[src/design/csrpw_pkg.sv]
package csrpw_pkg;

    // register widths
    localparam int ORG_W   = 12;
    localparam int RECT_W  = 12;
    localparam int SCR_W   = 13;
    localparam int PITCH_W = 16;
    localparam int SCALE_W = 5;
    localparam int POS_W   = 13;
    localparam int OFS_W   = 28;
    localparam int COLA_W  = 16;
    localparam int CFG_IDX_W  = 3;
    localparam int CFG_DATA_W = 16;

    localparam int MAX_SCALE_DEF   = 16;
    localparam int BYTES_PER_PIXEL = 3;

    // reset values
    localparam logic [SCR_W-1:0]   SCREEN_W_RST = 13'd640;
    localparam logic [SCR_W-1:0]   SCREEN_H_RST = 13'd480;
    localparam logic [PITCH_W-1:0] PITCH_RST    = 16'd1920;
    localparam logic [SCALE_W-1:0] SCALE_RST    = 5'd1;

    typedef enum logic [CFG_IDX_W-1:0] {
        CFG_ORIGIN_X      = 3'd0,
        CFG_ORIGIN_Y      = 3'd1,
        CFG_RECT_WIDTH    = 3'd2,
        CFG_RECT_HEIGHT   = 3'd3,
        CFG_SCREEN_WIDTH  = 3'd4,
        CFG_SCREEN_HEIGHT = 3'd5,
        CFG_LINE_PITCH    = 3'd6,
        CFG_SCALE         = 3'd7
    } t_cfg_index;

    // walker step unit request / response
    typedef struct packed {
        logic [POS_W-1:0] col;
        logic [POS_W-1:0] row;
        logic [POS_W-1:0] cols;
        logic [POS_W-1:0] rows;
    } t_walk_in;

    typedef struct packed {
        logic [POS_W-1:0] col;
        logic [POS_W-1:0] row;
        logic             wrap;   // column ran off the clip, moved to next row
        logic             ovf;    // row now at or past the clipped height
    } t_walk_out;

endpackage

[src/design/csrpw_step.sv]
module csrpw_step (
    input  csrpw_pkg::t_walk_in  i_walk,
    output csrpw_pkg::t_walk_out o_walk
);

    logic                         wrap;
    logic [csrpw_pkg::POS_W-1:0]  row_nxt;

    assign wrap    = (i_walk.col >= i_walk.cols);
    assign row_nxt = wrap ? (i_walk.row + csrpw_pkg::POS_W'(1)) : i_walk.row;

    assign o_walk.wrap = wrap;
    assign o_walk.col  = wrap ? '0 : i_walk.col;
    assign o_walk.row  = row_nxt;
    assign o_walk.ovf  = (row_nxt >= i_walk.rows);

endmodule

[src/design/clipped_scaled_rect_pixel_writer.sv]
// Clipped, horizontally scaled rectangle pixel writer.
//
// Slave stream: one 24-bit source pixel per word. Master stream: framebuffer
// writes, each a byte offset of the blue byte (green +1, red +2) plus the
// color, tlast on the final write caused by one input word and tuser on the
// final write of the clipped rectangle. The config port writes the geometry
// registers; write them only while the block is idle.
//
// The scale clamp happens on the accepting edge; then the setup states GEOM,
// CLIP, PREP and ADDR (the two products, clip bounds, stale-position fixup,
// address seeding) and one write per cycle while the receiver takes them,
// scale writes at most, all sequenced around one shared walker step unit.
// A new word is taken only back in idle, as s_tready is high only in idle.
// An empty clip gives no writes and returns to idle from ST_CLIP.
//
// A stalled receiver holds the output register; the walker waits until the
// word is taken. The next input word may be accepted while the last write of
// the previous one still sits in the output register.
// Reset (synchronous, active low) restores the register defaults, rewinds the
// walker and drops any pending write.
module clipped_scaled_rect_pixel_writer #(
    parameter int MAX_SCALE = csrpw_pkg::MAX_SCALE_DEF
) (
    input  logic                             i_clk,
    input  logic                             i_rst_n,
    // config
    input  logic                             i_cfg_we,
    input  logic [csrpw_pkg::CFG_IDX_W-1:0]  i_cfg_index,
    input  logic [csrpw_pkg::CFG_DATA_W-1:0] i_cfg_data,
    // source pixels
    input  logic                             i_s_tvalid,
    output logic                             o_s_tready,
    input  logic [23:0]                      i_s_tdata,  // red[7:0] green[15:8] blue[23:16]
    // framebuffer writes
    output logic                             o_m_tvalid,
    input  logic                             i_m_tready,
    output logic [55:0]                      o_m_tdata,  // byte_offset[27:0] red[35:28]
                                                         // green[43:36] blue[51:44] zero[55:52]
    output logic                             o_m_tlast,  // last write of this input word
    output logic                             o_m_tuser   // region done
);

    localparam int REPS_W = $clog2(MAX_SCALE + 1);
    localparam int WP_W   = csrpw_pkg::RECT_W + REPS_W;
    localparam int XW     = WP_W + 1;
    localparam int POS_W  = csrpw_pkg::POS_W;
    localparam int OFS_W  = csrpw_pkg::OFS_W;
    localparam int COLA_W = csrpw_pkg::COLA_W;

    typedef enum logic [2:0] {
        ST_IDLE, ST_GEOM, ST_CLIP, ST_PREP, ST_ADDR, ST_EMIT
    } t_state;

    t_state r_state, n_state;

    // config registers
    logic [csrpw_pkg::ORG_W-1:0]   r_origin_x, n_origin_x;
    logic [csrpw_pkg::ORG_W-1:0]   r_origin_y, n_origin_y;
    logic [csrpw_pkg::RECT_W-1:0]  r_rect_width, n_rect_width;
    logic [csrpw_pkg::RECT_W-1:0]  r_rect_height, n_rect_height;
    logic [csrpw_pkg::SCR_W-1:0]   r_screen_width, n_screen_width;
    logic [csrpw_pkg::SCR_W-1:0]   r_screen_height, n_screen_height;
    logic [csrpw_pkg::PITCH_W-1:0] r_line_pitch, n_line_pitch;
    logic [csrpw_pkg::SCALE_W-1:0] r_scale, n_scale;

    // walker state, persists across words
    logic [POS_W-1:0] r_col, n_col;
    logic [POS_W-1:0] r_row, n_row;
    logic [OFS_W-1:0] r_row_base, n_row_base;

    // per-word working registers
    logic [7:0]        r_red, n_red, r_green, n_green, r_blue, n_blue;
    logic [REPS_W-1:0] r_reps, n_reps;
    logic [REPS_W-1:0] r_left, n_left;
    logic [WP_W-1:0]   r_wprod, n_wprod;
    logic [OFS_W-1:0]  r_top, n_top;
    logic [POS_W-1:0]  r_cols, n_cols;
    logic [POS_W-1:0]  r_rows, n_rows;
    logic [OFS_W-1:0]  r_row_addr, n_row_addr;
    logic [COLA_W-1:0] r_col_addr, n_col_addr;
    logic [COLA_W-1:0] r_col_base, n_col_base;

    // output register
    logic              r_m_valid, n_m_valid;
    logic [OFS_W-1:0]  r_m_ofs, n_m_ofs;
    logic [7:0]        r_m_red, n_m_red, r_m_green, n_m_green, r_m_blue, n_m_blue;
    logic              r_m_last, n_m_last;
    logic              r_m_done, n_m_done;

    // combinational helpers
    logic                  out_free;
    logic [XW-1:0]         end_x, lim_x;
    logic [POS_W-1:0]      end_y;
    logic [POS_W:0]        col_sum;
    csrpw_pkg::t_walk_in   walk_in;
    csrpw_pkg::t_walk_out  walk_out;

    // shared walker step unit: stale fixup in PREP, advance in EMIT
    assign walk_in.col  = (r_state == ST_EMIT) ? (r_col + POS_W'(1)) : r_col;
    assign walk_in.row  = r_row;
    assign walk_in.cols = r_cols;
    assign walk_in.rows = r_rows;

    csrpw_step u_step (
        .i_walk (walk_in),
        .o_walk (walk_out)
    );

    assign out_free = !r_m_valid || i_m_tready;
    assign end_x    = XW'(r_origin_x) + XW'(r_wprod);
    assign lim_x    = (end_x > XW'(r_screen_width)) ? XW'(r_screen_width) : end_x;
    assign end_y    = POS_W'(r_origin_y) + POS_W'(r_rect_height);
    assign col_sum  = (POS_W + 1)'(r_origin_x) + (POS_W + 1)'(r_col);

    always_comb begin
        n_state         = r_state;
        n_origin_x      = r_origin_x;
        n_origin_y      = r_origin_y;
        n_rect_width    = r_rect_width;
        n_rect_height   = r_rect_height;
        n_screen_width  = r_screen_width;
        n_screen_height = r_screen_height;
        n_line_pitch    = r_line_pitch;
        n_scale         = r_scale;
        n_col           = r_col;
        n_row           = r_row;
        n_row_base      = r_row_base;
        n_red           = r_red;
        n_green         = r_green;
        n_blue          = r_blue;
        n_reps          = r_reps;
        n_left          = r_left;
        n_wprod         = r_wprod;
        n_top           = r_top;
        n_cols          = r_cols;
        n_rows          = r_rows;
        n_row_addr      = r_row_addr;
        n_col_addr      = r_col_addr;
        n_col_base      = r_col_base;
        n_m_valid       = r_m_valid && !i_m_tready;
        n_m_ofs         = r_m_ofs;
        n_m_red         = r_m_red;
        n_m_green       = r_m_green;
        n_m_blue        = r_m_blue;
        n_m_last        = r_m_last;
        n_m_done        = r_m_done;

        if (i_cfg_we) begin
            unique case (csrpw_pkg::t_cfg_index'(i_cfg_index))
                csrpw_pkg::CFG_ORIGIN_X:      n_origin_x      = i_cfg_data[11:0];
                csrpw_pkg::CFG_ORIGIN_Y:      n_origin_y      = i_cfg_data[11:0];
                csrpw_pkg::CFG_RECT_WIDTH:    n_rect_width    = i_cfg_data[11:0];
                csrpw_pkg::CFG_RECT_HEIGHT:   n_rect_height   = i_cfg_data[11:0];
                csrpw_pkg::CFG_SCREEN_WIDTH:  n_screen_width  = i_cfg_data[12:0];
                csrpw_pkg::CFG_SCREEN_HEIGHT: n_screen_height = i_cfg_data[12:0];
                csrpw_pkg::CFG_LINE_PITCH:    n_line_pitch    = i_cfg_data;
                csrpw_pkg::CFG_SCALE:         n_scale         = i_cfg_data[4:0];
                default: ;
            endcase
        end

        unique case (r_state)
            ST_IDLE: begin
                if (i_s_tvalid) begin
                    n_red   = i_s_tdata[7:0];
                    n_green = i_s_tdata[15:8];
                    n_blue  = i_s_tdata[23:16];
                    // scale 0 acts as 1, above the max it saturates
                    priority if (r_scale == '0) begin
                        n_reps = REPS_W'(1);
                    end else if (32'(r_scale) > MAX_SCALE) begin
                        n_reps = REPS_W'(MAX_SCALE);
                    end else begin
                        n_reps = REPS_W'(r_scale);
                    end
                    n_state = ST_GEOM;
                end
            end
            ST_GEOM: begin
                n_wprod = WP_W'(r_rect_width) * WP_W'(r_reps);
                n_top   = OFS_W'(r_origin_y) * OFS_W'(r_line_pitch);
                n_state = ST_CLIP;
            end
            ST_CLIP: begin
                n_cols = POS_W'(lim_x - XW'(r_origin_x));
                n_rows = ((end_y > r_screen_height) ? r_screen_height : end_y)
                         - POS_W'(r_origin_y);
                if (XW'(r_screen_width) <= XW'(r_origin_x) ||
                    r_screen_height <= POS_W'(r_origin_y) || r_wprod == '0 ||
                    r_rect_height == '0) begin
                    // nothing on screen
                    n_col      = '0;
                    n_row      = '0;
                    n_row_base = '0;
                    n_state    = ST_IDLE;
                end else begin
                    n_state = ST_PREP;
                end
            end
            ST_PREP: begin
                // position may be stale after a geometry change
                if (walk_out.ovf) begin
                    n_col      = '0;
                    n_row      = '0;
                    n_row_base = '0;
                    n_state    = ST_IDLE;
                end else begin
                    n_col = walk_out.col;
                    n_row = walk_out.row;
                    if (walk_out.wrap) begin
                        n_row_base = r_row_base + OFS_W'(r_line_pitch);
                    end
                    n_state = ST_ADDR;
                end
            end
            ST_ADDR: begin
                n_row_addr = r_top + r_row_base;
                n_col_addr = COLA_W'(col_sum) * COLA_W'(csrpw_pkg::BYTES_PER_PIXEL);
                n_col_base = COLA_W'(r_origin_x) * COLA_W'(csrpw_pkg::BYTES_PER_PIXEL);
                n_left     = r_reps;
                n_state    = ST_EMIT;
            end
            ST_EMIT: begin
                if (out_free) begin
                    n_m_valid = 1'b1;
                    n_m_ofs   = r_row_addr + OFS_W'(r_col_addr);
                    n_m_red   = r_red;
                    n_m_green = r_green;
                    n_m_blue  = r_blue;
                    n_m_done  = walk_out.wrap && walk_out.ovf;
                    n_m_last  = (walk_out.wrap && walk_out.ovf) || (r_left == REPS_W'(1));
                    n_left    = r_left - REPS_W'(1);
                    if (walk_out.wrap) begin
                        n_col      = '0;
                        n_row      = walk_out.row;
                        n_row_base = r_row_base + OFS_W'(r_line_pitch);
                        n_row_addr = r_row_addr + OFS_W'(r_line_pitch);
                        n_col_addr = r_col_base;
                    end else begin
                        n_col      = walk_out.col;
                        n_col_addr = r_col_addr + COLA_W'(csrpw_pkg::BYTES_PER_PIXEL);
                    end
                    if (walk_out.wrap && walk_out.ovf) begin
                        // region finished: rewind, drop remaining repeats
                        n_col      = '0;
                        n_row      = '0;
                        n_row_base = '0;
                    end
                    if (n_m_last) begin
                        n_state = ST_IDLE;
                    end
                end
            end
            default: n_state = ST_IDLE;
        endcase
    end

    always_ff @(posedge i_clk) begin
        if (!i_rst_n) begin
            r_state         <= ST_IDLE;
            r_origin_x      <= '0;
            r_origin_y      <= '0;
            r_rect_width    <= '0;
            r_rect_height   <= '0;
            r_screen_width  <= csrpw_pkg::SCREEN_W_RST;
            r_screen_height <= csrpw_pkg::SCREEN_H_RST;
            r_line_pitch    <= csrpw_pkg::PITCH_RST;
            r_scale         <= csrpw_pkg::SCALE_RST;
            r_col           <= '0;
            r_row           <= '0;
            r_row_base      <= '0;
            r_left          <= '0;
            r_m_valid       <= 1'b0;
        end else begin
            r_state         <= n_state;
            r_origin_x      <= n_origin_x;
            r_origin_y      <= n_origin_y;
            r_rect_width    <= n_rect_width;
            r_rect_height   <= n_rect_height;
            r_screen_width  <= n_screen_width;
            r_screen_height <= n_screen_height;
            r_line_pitch    <= n_line_pitch;
            r_scale         <= n_scale;
            r_col           <= n_col;
            r_row           <= n_row;
            r_row_base      <= n_row_base;
            r_left          <= n_left;
            r_m_valid       <= n_m_valid;
        end
        r_red      <= n_red;
        r_green    <= n_green;
        r_blue     <= n_blue;
        r_reps     <= n_reps;
        r_wprod    <= n_wprod;
        r_top      <= n_top;
        r_cols     <= n_cols;
        r_rows     <= n_rows;
        r_row_addr <= n_row_addr;
        r_col_addr <= n_col_addr;
        r_col_base <= n_col_base;
        r_m_ofs    <= n_m_ofs;
        r_m_red    <= n_m_red;
        r_m_green  <= n_m_green;
        r_m_blue   <= n_m_blue;
        r_m_last   <= n_m_last;
        r_m_done   <= n_m_done;
    end

    assign o_s_tready = (r_state == ST_IDLE);
    assign o_m_tvalid = r_m_valid;
    assign o_m_tdata  = {4'b0000, r_m_blue, r_m_green, r_m_red, r_m_ofs};
    assign o_m_tlast  = r_m_last;
    assign o_m_tuser  = r_m_done;

    // region end always closes the word's run
    a_done_is_last: assert property (@(posedge i_clk) disable iff (!i_rst_n)
        o_m_tvalid |-> (!o_m_tuser || o_m_tlast))
        else $error("region_done without last_of_item");

    // one word at a time: an accepted word blocks the next cycle
    a_no_back_to_back: assert property (@(posedge i_clk) disable iff (!i_rst_n)
        (i_s_tvalid && o_s_tready) |=> !o_s_tready)
        else $error("input accepted twice in a row");

    // walker column stays inside the clip while writing
    a_col_in_clip: assert property (@(posedge i_clk) disable iff (!i_rst_n)
        (r_state == ST_EMIT) |-> (r_col < r_cols))
        else $error("walker column outside clip");

    // repeat counter never runs dry while writing
    a_left_nonzero: assert property (@(posedge i_clk) disable iff (!i_rst_n)
        (r_state == ST_EMIT) |-> (r_left != '0))
        else $error("repeat count exhausted in write phase");

endmodule

[config.mk]
export PLATFORM = sky130hd
export DESIGN_NAME = clipped_scaled_rect_pixel_writer
export DESIGN_NICKNAME = d
export VERILOG_FILES = /design/src/design/csrpw_pkg.sv /design/src/design/csrpw_step.sv /design/src/design/clipped_scaled_rect_pixel_writer.sv
export SDC_FILE = /design/constraint.sdc
export NUM_CORES = 2
export LEC_CHECK = 0
export BUFFER_PORTS_ARGS = -buffer_cell sky130_fd_sc_hd__buf_2
export CAP_MARGIN = 15
export CORE_ASPECT_RATIO = 0.7
export CORE_MARGIN = 2
export CORE_UTILIZATION = 58
export CTS_CLUSTER_SIZE = 10
export DETAILED_ROUTE_END_ITERATION = 6
export PLACE_DENSITY_LB_ADDON = 0.1
export SYNTH_ARGS = -nofsm -noshare
export SYNTH_HDL_FRONTEND = slang
export SYNTH_SLANG_ARGS = --single-unit
[constraint.sdc]
create_clock -name i_clk -period 11 [get_ports i_clk]
set_clock_uncertainty 0.15 [all_clocks]
set_input_delay 1.1 -clock i_clk [delete_from_list [all_inputs] [get_ports i_clk]]
set_output_delay 1.1 -clock i_clk [all_outputs]
set_load 0.01 [all_outputs]
# Word level (Yosys, flattened, before mapping)

Cells that the tools add are included.

Input port bits: 48
Output and inout bits: 60
Register bits: 370

Multiply operators: 4
Multiplexer cells: 39
Equal/unequal tests: 19
Reductions and logical operators: 32
Add/sub/neg operators: 13
Magnitude comparators: 7

Operators by type and width:

| cell                                               | number |
|---|---|
| 2-to-1 mux 28 bit                                  | 7 |
| 2-to-1 mux 13 bit                                  | 14 |
| adder 28 x 16 -> 28 bit                            | 3 |
| case mux 28 bit (3 select lines)                   | 1 |
| case mux 13 bit (3 select lines)                   | 2 |
| case mux 28 bit (2 select lines)                   | 1 |
| 2-to-1 mux 16 bit                                  | 2 |
| case mux 16 bit (2 select lines)                   | 1 |
| adder 28 bit                                       | 1 |
| multiplier 12 x 16 -> 28 bit                       | 1 |
| adder 13 x 1 -> 13 bit, second input constant      | 2 |
| >= comparator 13 bit                               | 2 |
| <= comparator 13 x 12 -> 1 bit                     | 2 |
| subtractor 13 x 12 -> 13 bit                       | 2 |
| AND reduction 2 bit                                | 11 |
| adder 12 x 17 -> 18 bit                            | 1 |
| == test 3 bit, second input constant               | 6 |
| > comparator 18 x 13 -> 1 bit                      | 1 |
| case mux 3 bit (6 select lines)                    | 1 |
| zero test 17 bit                                   | 1 |
| multiplier 12 x 5 -> 17 bit                        | 1 |
| adder 16 x 2 -> 16 bit, second input constant      | 1 |
| multiplier 14 x 2 -> 16 bit, second input constant | 1 |
| adder 12 x 13 -> 14 bit                            | 1 |
| other kinds (27)                                   | 48 |

# Logic depth before layout (Yosys ltp)

Depth in word-level cells: 10
Mapped depth: 31
Gate-level depth less buffers: 30

# Cells and area by module

A second synthesis with hierarchy kept.

Cells, all modules: 3,448
Area, all modules: 31,422.6 µm²

Modules (own cells, without submodules):

| module                           | times used | seq. area each (µm²) | cells each | area an instance (µm²) |
|---|---|---|---|---|
| clipped_scaled_rect_pixel_writer | 1          | 9,529.1              | 3,280      | 30,212.7 |
| csrpw_step                       | 1          | 0.0                  | 168        | 1,209.9 |

# Worst setup path before layout

Ideal clock, no wire load.

Path kind: flip-flop to flip-flop
From: register r_origin_y[0] in the netlist's numbering
To: register r_rows[12] (data pin)
Clock period less this slack: 6,665 ps
Setup time: 263 ps
Cell stages (with the launch flop): 28
Setup slack: 4,335 ps
Arrival: 6,252 ps
Buffers on the path: 1
Data required time: 10,587 ps
Cell sequence: dfxtp_1 -> ha_1 -> fa_1 -> a21o_1 -> a21oi_1 -> nor2b_1 -> o21a_1 -> o41ai_1 -> o21bai_1 -> a21oi_1 -> xnor2_1 -> ha_1 -> a2111oi_0 -> o21ai_1 -> a221oi_1 -> nor2_1 -> clkbuf_1 -> mux2_1 -> fa_1 -> a21o_1 -> a21oi_1 -> nor2b_1 -> o21a_1 -> o311a_1 -> o21a_1 -> o21a_1 -> o41a_1 -> xor2_1

Word-level cells in the longest chain between the ends: 4

Ends and longest elaborated chain:

| what                             | RTL line                                | source |
|---|---|---|
| start: declaration               | clipped_scaled_rect_pixel_writer.sv:58  | `logic [csrpw_pkg::ORG_W-1:0] r_origin_y, n_origin_y;` |
| start signal: assignment         | clipped_scaled_rect_pixel_writer.sv:277 | `r_origin_y <= n_origin_y;` |
| adder 12 x 12 -> 13 bit          | clipped_scaled_rect_pixel_writer.sv:112 | `assign end_y = POS_W'(r_origin_y) + POS_W'(r_rect_height);` |
| > comparator 13 bit              | clipped_scaled_rect_pixel_writer.sv:186 | `n_rows = ((end_y > r_screen_height) ? r_screen_height : end_y)` |
| 2-to-1 mux 13 bit                | clipped_scaled_rect_pixel_writer.sv:186 |  |
| subtractor 13 x 12 -> 13 bit (*) | clipped_scaled_rect_pixel_writer.sv:187 | `- POS_W'(r_origin_y);` |
| end signal: assignment           | clipped_scaled_rect_pixel_writer.sv:297 | `r_rows <= n_rows;` |
| end: declaration                 | clipped_scaled_rect_pixel_writer.sv:78  | `logic [POS_W-1:0] r_rows, n_rows;` |

Every way passes the cells marked *; elsewhere a longest branch is shown, timed or not.
A chain may end at the register's enable or synchronous reset.

# Final worst setup path

From: register r_state[0]
To: register r_row_base[7]

Word-level cells in the longest chain between the ends: 9
Elaborated cells between the ends (all ways): 17
Those cells by class: order compare: 2; eq/ne: 5; mux: 7; reduce/logical: 3

Ends and longest elaborated chain:

| what                             | RTL line                                                                        | source |
|---|---|---|
| start: declaration               | clipped_scaled_rect_pixel_writer.sv:54                                          | `t_state r_state, n_state;` |
| start signal: assignment         | clipped_scaled_rect_pixel_writer.sv:275                                         | `r_state <= n_state;` |
| == test 3 bit                    | clipped_scaled_rect_pixel_writer.sv:99, clipped_scaled_rect_pixel_writer.sv:162 |  |
| 2-to-1 mux 13 bit                | clipped_scaled_rect_pixel_writer.sv:99                                          | `assign walk_in.col = (r_state == ST_EMIT) ? (r_col + POS_W'(1)) : r_col;` |
| >= comparator 13 bit             | csrpw_step.sv:9                                                                 | `assign wrap = (i_walk.col >= i_walk.cols);` |
| 2-to-1 mux 13 bit                | csrpw_step.sv:10                                                                | `assign row_nxt = wrap ? (i_walk.row + csrpw_pkg::POS_W'(1)) : i_walk.row;` |
| >= comparator 13 bit             | csrpw_step.sv:15                                                                | `assign o_walk.ovf = (row_nxt >= i_walk.rows);` |
| logical AND 1 bit                | clipped_scaled_rect_pixel_writer.sv:243                                         | `if (walk_out.wrap && walk_out.ovf) begin` |
| 2-to-1 mux 28 bit                | clipped_scaled_rect_pixel_writer.sv:243                                         |  |
| 2-to-1 mux 28 bit                | clipped_scaled_rect_pixel_writer.sv:224                                         | `if (out_free) begin` |
| case mux 28 bit (3 select lines) | clipped_scaled_rect_pixel_writer.sv:162                                         | `unique case (r_state)` |
| end signal: assignment           | clipped_scaled_rect_pixel_writer.sv:286                                         | `r_row_base <= n_row_base;` |
| end: declaration                 | clipped_scaled_rect_pixel_writer.sv:69                                          | `logic [OFS_W-1:0] r_row_base, n_row_base;` |

Several ways; a longest one is shown, not always the timed one. The select of a mux whose other input is x is not followed.

==> flow_summary_export.csv <==
group,metric,value,unit
min_path,hold_depth,0,
setup_path,path_class,"register to register",
setup_path,crit_arrival,8.00,ns
sta,clock.fmax,130.4,MHz
logic_synthesis,ys_seq_area_frac,0.3043,
logic_synthesis,yosysWarningCount,0,
routing,ant_nets,0,
power_and_ir_drop,power.total,3.415,mW
global_route,gr-usage-all-layers,0.2863,
sta,slew-limit-headroom,0.2874,
sta,hold_viol_final,0,
die,num_io_pins,108,
logic_synthesis,synth-seq-cells,370,
sta,setup_tns,0,ns
place,io_buffers,103,
clock_tree,clk_pin_slew,0.06,ns
final_layout,drive_gt1_frac,0.06403,
routing,routed_wl,80210,um
die,fp-row-count,71,
setup_path,path_delay_family,"compound AO/OA/AOI/OAI gates",
setup_path,cp.depth,26,
sta,tightest_slew,1.066,ns
clock_tree,hold_buffers,0,
clock_tree,cts_root_buf,"clkbuf_16",
logic_synthesis,synth-async-reset-ratio,0,
power_and_ir_drop,ir_drop,0.0001003,V
sta,finalSetupViolCount,0,
setup_path,crit_fanout,71,
global_route,grt_pass1_wl,125800,um
clock_tree,ctsResizeCount,0,
final_layout,syn2layout_area_growth,8.123,%
logic_synthesis,synth_area_per_cell,9.157,um2
die,die_h,198.4,um
routing,first_iter_violations,1962,
clock_tree,cts_setup_buffers,0,
power_and_ir_drop,power_density,100.9,nW/um2
final_layout,multi_input_area,20140,um2
power_and_ir_drop,p_leak,14.74,nW
setup_path,cp-end-kind,"register",
setup_path,cp_slowest_cell,"dfxtp_1",
die,start_util,0.5846,
place,globalplace.congestion,0.9343,
setup_path,start_kind,"register",
logic_synthesis,synth_flop_cell,"edfxtp_1",
final_layout,antenna_cells,0,
global_route,grt_pass1_vias,23393,
sta,final_max_slew_viol_count,0,
routing,drc_errors,0,
clock_tree,cts_tree,"done",
routing,num_vias,24593,
clock_tree,cts_buffer_depth,3,
routing,first_pass_iters,5,
global_route,overflow,0,
routing,wire_per_inst,18.90,um
routing,vias_per_cell,5.795,
clock_tree,cts_buffers,45,
final_layout,final_common_cell,"nand2_1",
sta,rsz0062_at_grt,"false",
die,die_w,281.7,um
final_layout,final_nets,4045,
status,outcome,"finished, final reports clean",
clock_tree,insertion_delay,0.59,ns
global_route,antenna_found_initial,2,
logic_synthesis,synth_edf_count,212,
final_layout,fill_cells,4505,
logic_synthesis,synth_cells,3420,
setup_path,critPathMaxStageDelay,0.65,ns
setup_path,cp_data_required_time,11.33,ns
clock_tree,numClockSinks,370,
logic_synthesis,synth.distinct_cells,84,
global_route,grt_start_max_net_pins,107,
setup_path,cpMostUsedCell,"nand3_1",
final_layout,layout_common_cells,"nand2_1 (486), ha_1 (337), inv_1 (325)",
setup_path,critPathBufInv,2,
final_layout,seqCellArea,9529,um2
sta,fin_crit_sh,0.6972,
logic_synthesis,syn_area,31320,um2
die,core-area,53570,um2
clock_tree,htreeDepth,2,
place,hpwl,61500,um
min_path,hp-class,"register to register",
setup_path,reg2reg_depth,26,
sta,finalCriticalPeriod,7.669,ns
die,dieArea,55900,um2
flow_run,drv_cap,0,
==> final timing paths <==
check / from / slack (ns) / end
setup / recovery: r_state[0]$_SDFFE_PN0P_ / 3.33 / r_row_base[7]$_SDFFE_PN0P_
hold / removal: r_red[2]$_DFFE_PP_ / 0.27 / r_m_red[2]$_DFFE_PP_
setup reg to reg: r_state[0]$_SDFFE_PN0P_ / 3.33 / r_row_base[7]$_SDFFE_PN0P_
hold reg to reg: r_red[2]$_DFFE_PP_ / 0.27 / r_m_red[2]$_DFFE_PP_
==> worst register-to-register path, cell delays in order (launching register included) <==
cell,delay (ns)
dfxtp_1,0.65
and3b_2,0.30
buf_4,0.60
nand3_1,0.16
nor2_1,0.21
nand3_1,0.16
or2_1,0.31
xnor2_1,0.15
ha_1,0.20
a211o_1,0.28
a2111oi_0,0.31
o21a_1,0.20
o21a_1,0.13
buf_4,0.35
and4bb_1,0.34
nand3_1,0.14
xnor2_1,0.15
ha_1,0.29
a21o_1,0.19
a21oi_1,0.13
nand2_1,0.06
o31ai_1,0.51
o211a_1,0.23
a21oi_1,0.12
nand3_1,0.19
nand2_1,0.62
a211oi_1,0.43
==> power by group <==
part           internal (mW)  switching [mW]
logic                  0.168           0.253
clock network          0.809           0.604
registers               1.53          0.0559
total                   2.50           0.912
==> per-layer routing <==
metal / wire length [um] / up-vias / track usage
met3: 6375 / 115 / 0.05450
met4: 1611 / 2 / 0.06935
li1: - / 11842 / -
met5: 16 / - / 0
met1: 39230 / 11814 / 0.4389
met2: 32980 / 820 / 0.4141
==> kinds of logic (layout without fill, tap and decap cells) <==
| logic type | Yosys count | after routing | synth area share |
|---|---|---|---|
| AOI/OAI and AO/OA | 672 | 672 | 0.1415 |
| adders and majority gates | 518 | 518 | 0.2503 |
| muxes | 34 | 34 | 0.01175 |
| buffers and inverters | 440 | 531 | 0.05362 |
| xor gates and xnor gates | 232 | 232 | 0.06488 |
| and+or+nand+nor | 1153 | 1153 | 0.1735 |
| DFF | 370 | 370 | 0.3043 |
| other | 1 | 4 | 0.0001197 |
==> cell usage after synthesis, drive strengths merged, types with 6 or more instances <==
master   instances  share of area
nor4            16         0.0032
a31oi           12         0.0024
xnor2          151          0.042
a21oi          175          0.028
a21boi          97          0.023
nor2b           51          0.010
a21o            56          0.013
o41ai            6         0.0017
clkbuf         102          0.012
or3             12         0.0024
inv            325          0.039
a31o             9         0.0025
ha             337           0.13
nand2          487          0.058
a221oi           8         0.0024
o21ai          129          0.021
nor3            54         0.0088
o21bai          21         0.0050
and3            26         0.0052
a211oi          23         0.0057
a22oi            6         0.0014
buf             13         0.0024
nand3b           8         0.0019
nand4           22         0.0046
fa             181           0.12
mux2i           12         0.0038
o21a            36         0.0086
o31ai            9         0.0025
edfxtp         212           0.20
mux2            22         0.0079
o2111ai          6         0.0017
o211ai          27         0.0065
nand2b          38         0.0076
xor2            81          0.023
dfxtp          158           0.10
nor2           194          0.023
nand3           82          0.013
or2             14         0.0028
and2           121          0.024
a211o           11         0.0031
==> through the flow <==
stage               worst slack (ns)    util  hold WS, ns  cell area, um2  instances
floorplan                      4.335       -       0.2503           31330       3423
global placement               3.646  0.6061       0.2503           32460       4160
detailed placement             3.428  0.6061       0.2545           32460       4160
CTS                            3.408  0.6316       0.2661           33840       4242
global route                   2.702  0.6321       0.2746           33860       4244
finish                         3.331  0.6321       0.2655           33860       4244
==> cell type report <==
class                   instances  share of cell area
clock buffers                  76             0.03854
clock inverters                 6            0.001922
inverters                     325             0.03603
multi-input cells            2613              0.5949
flip-flops and latches        370              0.2814
well taps                     730             0.02698
repair buffers                124             0.02025
==> registers in the layout, indices dropped and copies added (netlist names), 12 cells and up <==
signal,cells
r_col,13
r_col_addr,16
r_col_base,14
r_cols,13
r_line_pitch,16
r_m_ofs,28
r_origin_x,12
r_origin_y,12
r_rect_height,12
r_rect_width,12
r_row,13
r_row_addr,28
r_row_base,28
r_rows,13
r_screen_height,13
r_screen_width,13
r_top,28
r_wprod,17
Power figures use the tool's default switching activity.
